--- src/fpis_pkg.sv ---
// Shared types, register indexes, reset values and helpers for the force PI loop.
// No dependencies; imported by every module of the block.
package fpis_pkg;

  localparam int CfgAddrW = 3;
  localparam int CfgDataW = 32;
  localparam int InDataW  = 48;
  localparam int OutDataW = 72;

  typedef enum logic [CfgAddrW-1:0] {
    REG_FORCE_TARGET = 3'd0,
    REG_PROP_GAIN    = 3'd1,
    REG_INT_GAIN     = 3'd2,
    REG_SEP_THRESH   = 3'd3,
    REG_CORR_UPPER   = 3'd4,
    REG_CORR_LOWER   = 3'd5,
    REG_POS_LIMIT    = 3'd6
  } cfg_reg_idx_t;

  localparam logic [15:0]        RstForceTarget = 16'd0;
  localparam logic [7:0]         RstPropGain    = 8'd6;
  localparam logic [15:0]        RstIntGain     = 16'd6554;
  localparam logic [15:0]        RstSepThresh   = 16'd200;
  localparam logic signed [31:0] RstCorrUpper   = 32'sd500;
  localparam logic signed [31:0] RstCorrLower   = -32'sd500;
  localparam logic signed [31:0] RstPosLimit    = 32'sd2000;

  // hold window for steady large corrections
  localparam logic signed [31:0] HoldMinCorr  = 32'sd1000;
  localparam logic signed [63:0] HoldMaxDelta = 64'sd200;

  typedef struct packed {
    logic [15:0]        force_target;
    logic [7:0]         prop_gain;
    logic [15:0]        int_gain;
    logic [15:0]        sep_thresh;
    logic signed [31:0] corr_upper;
    logic signed [31:0] corr_lower;
    logic signed [31:0] pos_limit;
  } cfg_regs_t;

  typedef struct packed {
    logic signed [31:0] motor_position;
    logic [15:0]        measured_force;
  } in_item_t;

  typedef struct packed {
    logic signed [31:0] correction;
    logic               accel_changed;
    logic               accel_high;
    logic               issue_move;
    logic signed [31:0] target_position;
  } result_t;

  function automatic logic signed [31:0] sat32(input logic signed [63:0] v);
    logic signed [31:0] r;
    if (v > 64'sh0000_0000_7FFF_FFFF) begin
      r = 32'sh7FFF_FFFF;
    end else if (v < -64'sh0000_0000_8000_0000) begin
      r = 32'sh8000_0000;
    end else begin
      r = v[31:0];
    end
    return r;
  endfunction

endpackage

--- src/fpis_cfg.sv ---
// Configuration register file for the force PI loop.
// Depends on fpis_pkg; flags a force target write so the loop state can be cleared.
module fpis_cfg (
  input  logic                          clk,
  input  logic                          rst_n,
  input  logic                          cfg_valid,
  output logic                          cfg_ready,
  input  logic [fpis_pkg::CfgAddrW-1:0] cfg_addr,
  input  logic [fpis_pkg::CfgDataW-1:0] cfg_data,
  output fpis_pkg::cfg_regs_t           regs,
  output logic                          loop_clear
);
  import fpis_pkg::*;

  cfg_regs_t regs_r, regs_nxt;
  logic      wr_en;

  assign cfg_ready  = 1'b1;
  assign wr_en      = cfg_valid && cfg_ready;
  assign loop_clear = wr_en && (cfg_addr == REG_FORCE_TARGET);
  assign regs       = regs_r;

  always_comb begin
    regs_nxt = regs_r;
    if (wr_en) begin
      case (cfg_addr)
        REG_FORCE_TARGET: regs_nxt.force_target = cfg_data[15:0];
        REG_PROP_GAIN:    regs_nxt.prop_gain    = cfg_data[7:0];
        REG_INT_GAIN:     regs_nxt.int_gain     = cfg_data[15:0];
        REG_SEP_THRESH:   regs_nxt.sep_thresh   = cfg_data[15:0];
        REG_CORR_UPPER:   regs_nxt.corr_upper   = $signed(cfg_data);
        REG_CORR_LOWER:   regs_nxt.corr_lower   = $signed(cfg_data);
        REG_POS_LIMIT:    regs_nxt.pos_limit    = $signed(cfg_data);
        default:          regs_nxt = regs_r;
      endcase
    end
  end

  always_ff @(posedge clk) begin
    if (!rst_n) begin
      regs_r.force_target <= RstForceTarget;
      regs_r.prop_gain    <= RstPropGain;
      regs_r.int_gain     <= RstIntGain;
      regs_r.sep_thresh   <= RstSepThresh;
      regs_r.corr_upper   <= RstCorrUpper;
      regs_r.corr_lower   <= RstCorrLower;
      regs_r.pos_limit    <= RstPosLimit;
    end else begin
      regs_r <= regs_nxt;
    end
  end

endmodule

--- src/fpis_core.sv ---
// PI step with integral separation, conditional anti-windup and move hold.
// Depends on fpis_pkg; holds the loop state and updates it when step_en is high.
module fpis_core #(
  parameter int HOLD_COUNT_LIMIT = 10,
  parameter int GAIN_FRAC_BITS   = 16
) (
  input  logic                clk,
  input  logic                rst_n,
  input  fpis_pkg::cfg_regs_t regs,
  input  logic                loop_clear,
  input  logic                step_en,
  input  fpis_pkg::in_item_t  item,
  output fpis_pkg::result_t   res
);
  import fpis_pkg::*;

  localparam logic signed [48:0] TruncBias = (49'sd1 <<< GAIN_FRAC_BITS) - 49'sd1;

  logic signed [31:0] isum_r, isum_nxt;
  logic signed [31:0] last_r, last_nxt;
  logic [3:0]         hcnt_r, hcnt_nxt;
  logic               accel_r, accel_nxt;

  logic               safety;
  logic signed [16:0] err, mag;
  logic               use_int, allow;
  logic signed [31:0] isum_upd;
  logic signed [48:0] prod, iterm;
  logic signed [25:0] pterm;
  logic signed [31:0] corr, tgt;
  logic signed [63:0] diff, adiff;
  logic               hold;

  always_comb begin
    safety  = item.motor_position > regs.pos_limit;
    err     = $signed({1'b0, regs.force_target}) - $signed({1'b0, item.measured_force});
    mag     = err[16] ? -err : err;
    use_int = mag <= $signed({1'b0, regs.sep_thresh});

    if (last_r > regs.corr_upper) begin
      allow = err[16];
    end else if (last_r < regs.corr_lower) begin
      allow = !err[16] && (err != 17'sd0);
    end else begin
      allow = 1'b1;
    end

    isum_upd = (use_int && allow) ? sat32(64'(isum_r) + 64'(err)) : isum_r;

    // integral term, truncated toward zero; operands are 32 x 17 bits
    prod  = 49'(isum_upd) * 49'($signed({1'b0, regs.int_gain}));
    iterm = use_int ? ((prod + (prod[48] ? TruncBias : 49'sd0)) >>> GAIN_FRAC_BITS)
                    : 49'sd0;
    pterm = 26'(err) * 26'($signed({1'b0, regs.prop_gain}));
    corr  = sat32(64'(pterm) + 64'(iterm));
    tgt   = sat32(64'(item.motor_position) - 64'(corr));

    diff  = 64'(corr) - 64'(last_r);
    adiff = diff[63] ? -diff : diff;
    hold  = (last_r > HoldMinCorr) && (corr > HoldMinCorr) && (adiff < HoldMaxDelta) &&
            (hcnt_r < 4'(HOLD_COUNT_LIMIT));

    isum_nxt  = isum_r;
    last_nxt  = last_r;
    hcnt_nxt  = hcnt_r;
    accel_nxt = accel_r;
    if (safety) begin
      accel_nxt           = 1'b1;
      res.target_position = 32'sd0;
      res.issue_move      = 1'b1;
      res.accel_high      = 1'b1;
      res.accel_changed   = !accel_r;
      res.correction      = 32'sd0;
    end else begin
      accel_nxt           = 1'b0;
      isum_nxt            = isum_upd;
      last_nxt            = corr;
      hcnt_nxt            = hold ? hcnt_r + 4'd1 : 4'd0;
      res.target_position = tgt;
      res.issue_move      = !hold;
      res.accel_high      = 1'b0;
      res.accel_changed   = accel_r;
      res.correction      = corr;
    end
  end

  always_ff @(posedge clk) begin
    if (!rst_n || loop_clear) begin
      isum_r  <= 32'sd0;
      last_r  <= 32'sd0;
      hcnt_r  <= 4'd0;
      accel_r <= 1'b0;
    end else if (step_en) begin
      isum_r  <= isum_nxt;
      last_r  <= last_nxt;
      hcnt_r  <= hcnt_nxt;
      accel_r <= accel_nxt;
    end
  end

endmodule

--- src/force_pi_loop_integral_separation.sv ---
// Top level of the force PI loop: input register, PI step, result register.
// Depends on fpis_pkg, fpis_cfg and fpis_core.
//
//  channel  ports               request carries
//  -------  ------------------  ----------------------------------------------
//  in       in_tvalid/tready    measured_force, motor_position
//  out      out_tvalid/tready   target_position, issue_move, accel_high,
//                               accel_changed, correction
//  cfg      cfg_valid/ready     register index, write data (always ready)
//
// One request per cycle sustained while out_tready holds; a request taken goes to the
// input register, and its result is presented from the result register once the
// PI step has written it there.
// The PI step, with a 32x17 and a 17x9 multiply, sits between those registers.
// rst_n (synchronous) restores register defaults and clears the loop state.
// A stalled output holds its result; the input keeps accepting until both
// registers are full.
module force_pi_loop_integral_separation #(
  parameter int HOLD_COUNT_LIMIT = 10,
  parameter int GAIN_FRAC_BITS   = 16
) (
  input  logic                          clk,
  input  logic                          rst_n,
  input  logic                          in_tvalid,
  output logic                          in_tready,
  input  logic [fpis_pkg::InDataW-1:0]  in_tdata,   // measured_force, motor_position
  output logic                          out_tvalid,
  input  logic                          out_tready,
  // target_position, issue_move, accel_high, accel_changed, correction, zero pad
  output logic [fpis_pkg::OutDataW-1:0] out_tdata,
  input  logic                          cfg_valid,
  output logic                          cfg_ready,
  input  logic [fpis_pkg::CfgAddrW-1:0] cfg_addr,
  input  logic [fpis_pkg::CfgDataW-1:0] cfg_data
);
  import fpis_pkg::*;

  cfg_regs_t regs;
  logic      loop_clear;
  in_item_t  item_r;
  logic      item_vld_r;
  result_t   res, res_r;
  logic      res_vld_r;
  logic      advance;

  fpis_cfg u_cfg (
    .clk        (clk),
    .rst_n      (rst_n),
    .cfg_valid  (cfg_valid),
    .cfg_ready  (cfg_ready),
    .cfg_addr   (cfg_addr),
    .cfg_data   (cfg_data),
    .regs       (regs),
    .loop_clear (loop_clear)
  );

  fpis_core #(
    .HOLD_COUNT_LIMIT (HOLD_COUNT_LIMIT),
    .GAIN_FRAC_BITS   (GAIN_FRAC_BITS)
  ) u_core (
    .clk        (clk),
    .rst_n      (rst_n),
    .regs       (regs),
    .loop_clear (loop_clear),
    .step_en    (advance),
    .item       (item_r),
    .res        (res)
  );

  assign advance    = item_vld_r && (!res_vld_r || out_tready);
  assign in_tready  = !item_vld_r || advance;
  assign out_tvalid = res_vld_r;
  assign out_tdata  = {5'd0, res_r.correction, res_r.accel_changed, res_r.accel_high,
                       res_r.issue_move, res_r.target_position};

  always_ff @(posedge clk) begin
    if (!rst_n) begin
      item_vld_r <= 1'b0;
      res_vld_r  <= 1'b0;
    end else begin
      if (in_tready) begin
        item_vld_r <= in_tvalid;
      end
      if (advance) begin
        res_vld_r <= 1'b1;
      end else if (out_tready) begin
        res_vld_r <= 1'b0;
      end
    end
  end

  always_ff @(posedge clk) begin
    if (in_tvalid && in_tready) begin
      item_r.measured_force <= in_tdata[15:0];
      item_r.motor_position <= $signed(in_tdata[47:16]);
    end
    if (advance) begin
      res_r <= res;
    end
  end

  a_step_lands : assert property (@(posedge clk) disable iff (!rst_n)
    advance |=> res_vld_r)
    else $error("stepped item did not reach the result register");

  a_safety_form : assert property (@(posedge clk) disable iff (!rst_n)
    res_vld_r && res_r.accel_high |->
      res_r.target_position == 32'sd0 && res_r.issue_move && res_r.correction == 32'sd0)
    else $error("safety return result malformed");

  a_held_normal : assert property (@(posedge clk) disable iff (!rst_n)
    res_vld_r && !res_r.issue_move |-> !res_r.accel_high)
    else $error("move held on safety path");

  a_stall_full : assert property (@(posedge clk) disable iff (!rst_n)
    !in_tready |-> item_vld_r && res_vld_r)
    else $error("input stalled with free register");

endmodule
--- config.mk ---
export PLATFORM = sky130hd
export DESIGN_NAME = force_pi_loop_integral_separation
export DESIGN_NICKNAME = d
export VERILOG_FILES = /design/src/fpis_pkg.sv /design/src/fpis_cfg.sv /design/src/fpis_core.sv /design/src/force_pi_loop_integral_separation.sv
export SDC_FILE = /design/constraint.sdc
export NUM_CORES = 2
export LEC_CHECK = 0
export BUFFER_PORTS_ARGS = -buffer_cell sky130_fd_sc_hd__buf_4
export CAP_MARGIN = 30
export CORE_MARGIN = 8
export CORE_UTILIZATION = 53
export DETAILED_ROUTE_END_ITERATION = 10
export PLACE_DENSITY = 0.7
export SYNTH_ARGS = -nofsm -noshare
export SYNTH_HDL_FRONTEND = slang
export SYNTH_SLANG_ARGS = --single-unit
export TNS_END_PERCENT = 30
--- constraint.sdc ---
create_clock -name clk -period 27.5 [get_ports clk]
set_clock_uncertainty 0.1 [all_clocks]
set_input_delay 0 -clock clk [delete_from_list [all_inputs] [get_ports clk]]
set_output_delay 0 -clock clk [all_outputs]
set_load 0.05 [all_outputs]
==> summary.md <==
| Metric | Value |
|---|---|
| Clk sink count | 338 |
| Final ANT Viol Nets | 0 |
| Initial antenna violation count | 5 |
| Layout Nets | 7126 |
| Worst slew pin tran | 1027 ps |
| Root buf cell | clkbuf_16 |
| Crit. path cell count | between 70 and 80 |
| Reg2reg path depth | 79 |
| Slowest CP cell | nor3_1 |
| Status | complete, no violations |
| Synth async-reset ratio | 0% |
| Vias/cell | 5.789 |
| Router iterations before antenna repair | 8 |
| Flops & latches, synth | 338 |
| Number of synthesized flops with an enable pin | 115 |
| Vias | 42010 |
| RSZ-0062 raised after global routing | false |
| Min-delay worst type | in -> reg |
| CP Class | reg -> reg |
| CTS tree | yes |
| Clock tree buffer depth | 3 |
| Final wirelength | 149200 um |
| Worst path top cell family by delay | simple AND/OR/NAND/NOR gates |
| Dpl hpwl | ~120000 um |
| DR WL/cell | 20.56 um |
| H-tree depth | 2 |
| IO buf count | 156 |
| Core area | ~92000 um2 |
| Final setup violating endpoints | 0 |
| Final hold violation count | 0 |
| GPL Wtd Cong | approximately 0.97 |
| Initial Utilization | 53.59% |
| Pins Over Slew Limit | 0 |
| Rows | about 110 |
| IO Pins | ~160 |
| Worst skew pair latency | 590 ps |
| Critical path capture point type | flip-flop |
| Max incr delay on CP | between 600 and 700 ps |
| Crit path max fanout | 52 |
| Clk pin slew, worst setup/hold paths | 60 ps |
| Register area share after synthesis | 16.10% |
| Post-CTS Setup Inserts | 0 |
| Seq. cell area | 7924 um2 |
| Achievable Freq | ~0.042 GHz |
| CP Launch Type | flip-flop |
| Die Ht | 320.7 um |
| DIE WIDTH | ~320 um |
| First-pass GRT wire length | about 240000 um |
| Syn-to-layout area delta | 9.859% |
| Worst path required time | ~28000 ps |
| Multi-input logic area | 36890 um2 |
| Critical path data arrival time | 24200 ps |
| Drc violations | 0 |
| Worst slew margin | 31.05% |
| Mean Syn Cell Area | 8.403 um2 |
| TritonCTS Buffers | 41 |
| GRT Total Usage | 28.89% |
| Layout cells sized above 1 | around 6.3% |
| Synth warnings | 0 |
| Final TNS setup | 0 ps |
| Crit path top cell by count | fa_1 |
| Dominant synthesized flop cell | dfxtp_1 |
| Synthesized area | 49190 um2 |
| Grt total ovfl | 0 |
| MaxCap Viol Count | 0 |
| Fin crit share | 87.24% |
| Number of global-route vias before repair | 42360 |
| Worst Hold Depth | 2 |
| Buf/Inv on CP | 8 |
| Fill count | 8232 |
| Post-synthesis cell count | between 5000 and 6000 |
| Largest net degree at the start of global routing | 107 |
| Die area | 102800 um2 |
| Yosys cell types | 101 |
| Iter 0 DRT Violations | roughly 3700 |
| Crit path time final | 23990 ps |
cell usage after synthesis (all sizes together), types with 25 or more instances:
library cell,count,share of area [%]
inv,938,7.2
nand2,812,6.2
fa,633,26
ha,424,11
nor2,295,2.3
and2,290,3.7
a21oi,273,2.8
dfxtp,223,9.1
clkbuf,222,1.7
o21ai,181,1.8
a21o,149,2.3
a21boi,118,1.8
edfxtp,115,7.0
xnor2,103,1.8
nor3,98,1.0
nand3,83,0.84
xor2,77,1.4
nand4,67,0.85
nor2b,65,0.83
o211ai,65,0.99
a211oi,60,0.93
o21a,49,0.75
nand2b,38,0.48
and3,36,0.46
buf,30,0.32
a31oi,27,0.36
o31ai,27,0.41
o21bai,25,0.39
final timing paths:
path | from | endpoint | slack, ps
setup reg to reg | item_r[0] | out_tdata[32] | 3510
hold / removal | in_tdata[10] | item_r[10] | 30
hold reg to reg | u_cfg.regs[19] | u_cfg.regs[19] | 360
setup / recovery | item_r[0] | out_tdata[32] | 3510
final cells by class:
cell class / count / share of cell area [%]
Inverter: 939 / 6.522
Tap cell: 1243 / 2.878
Clock buffer: 56 / 2.155
Multi-Input combinational cell: 4329 / 68.26
Timing Repair Buffer: 332 / 5.202
Sequential cell: 338 / 14.66
Antenna cell: 2 / 0.009261
Clock inverter: 18 / 0.3126
sequential cells by signal, summed over array words and instances, names as in the netlist:
name and count:
item_vld_r 1, out_tdata 67, u_core.accel_r 1, u_core.hcnt_r 4
u_core.last_r 32, u_cfg.regs 152, out_tvalid 1, u_core.isum_r 32
item_r 48
layout by cell type (no fill, tap or decap), types with 83 or more instances in the layout:
cell,netlist,final
nand2_1,812,810
fa_1,633,633
nand3_1,83,83
ha_1,424,424
nor3_1,96,96
dlygate4sd3_1,0,102
and2_1,289,288
xnor2_1,103,103
a21oi_1,271,270
a21boi_0,115,115
inv_1,938,938
nor2_1,295,293
dfxtp_1,223,218
buf_4,6,224
a21o_1,149,149
o21ai_0,163,163
edfxtp_1,115,115
cells by family after synthesis:
family / synth area share (%)
buf+inv: 9.179
flops: 16.10
compound gates: 15.19
mux: 0.5799
simple gates: 18.83
fa+ha+maj: 36.91
xor+xnor: 3.205
other cells: 0.01527
routing by layer:
layer / routed length (um) / vias up / global-route usage (%) / part of all wire [%]
li1: - / 19460 / - / -
met1: 66630 / 20750 / 41.34 / 45
met2: 65920 / 1532 / 45.32 / 44
met3: 12120 / 272 / 4.389 / 8.1
met4: 4540 / 0 / 8.247 / 3.0
met5: 0 / - / 0 / 0
repair_timing:
item                      4_1_cts  5_1_grt
resized for setup               0        0
hold endpoints to repair      202        0
hold buffers                  102        0
stage by stage:
stage          instance area [um2]  util, %  setup slack (ps)  hold slack (ps)  std cells
6_report                     54040    58.87              3508            29.02       7257
5_1_grt                      54040    58.87              1810            20.33       7257
4_1_cts                      53970    58.79              3705            2.519       7252
3_5_place_dp                 51620    56.23              3789            79.38       7076
3_3_place_gp                 51570    56.18              3917            78.02       7073
2_1_floorplan                49210        -              6774           -1.131       5858
Power is left out: the tool's default activity adds up to more than one toggle a clock period on the data nets, which glitch-free logic cannot reach.
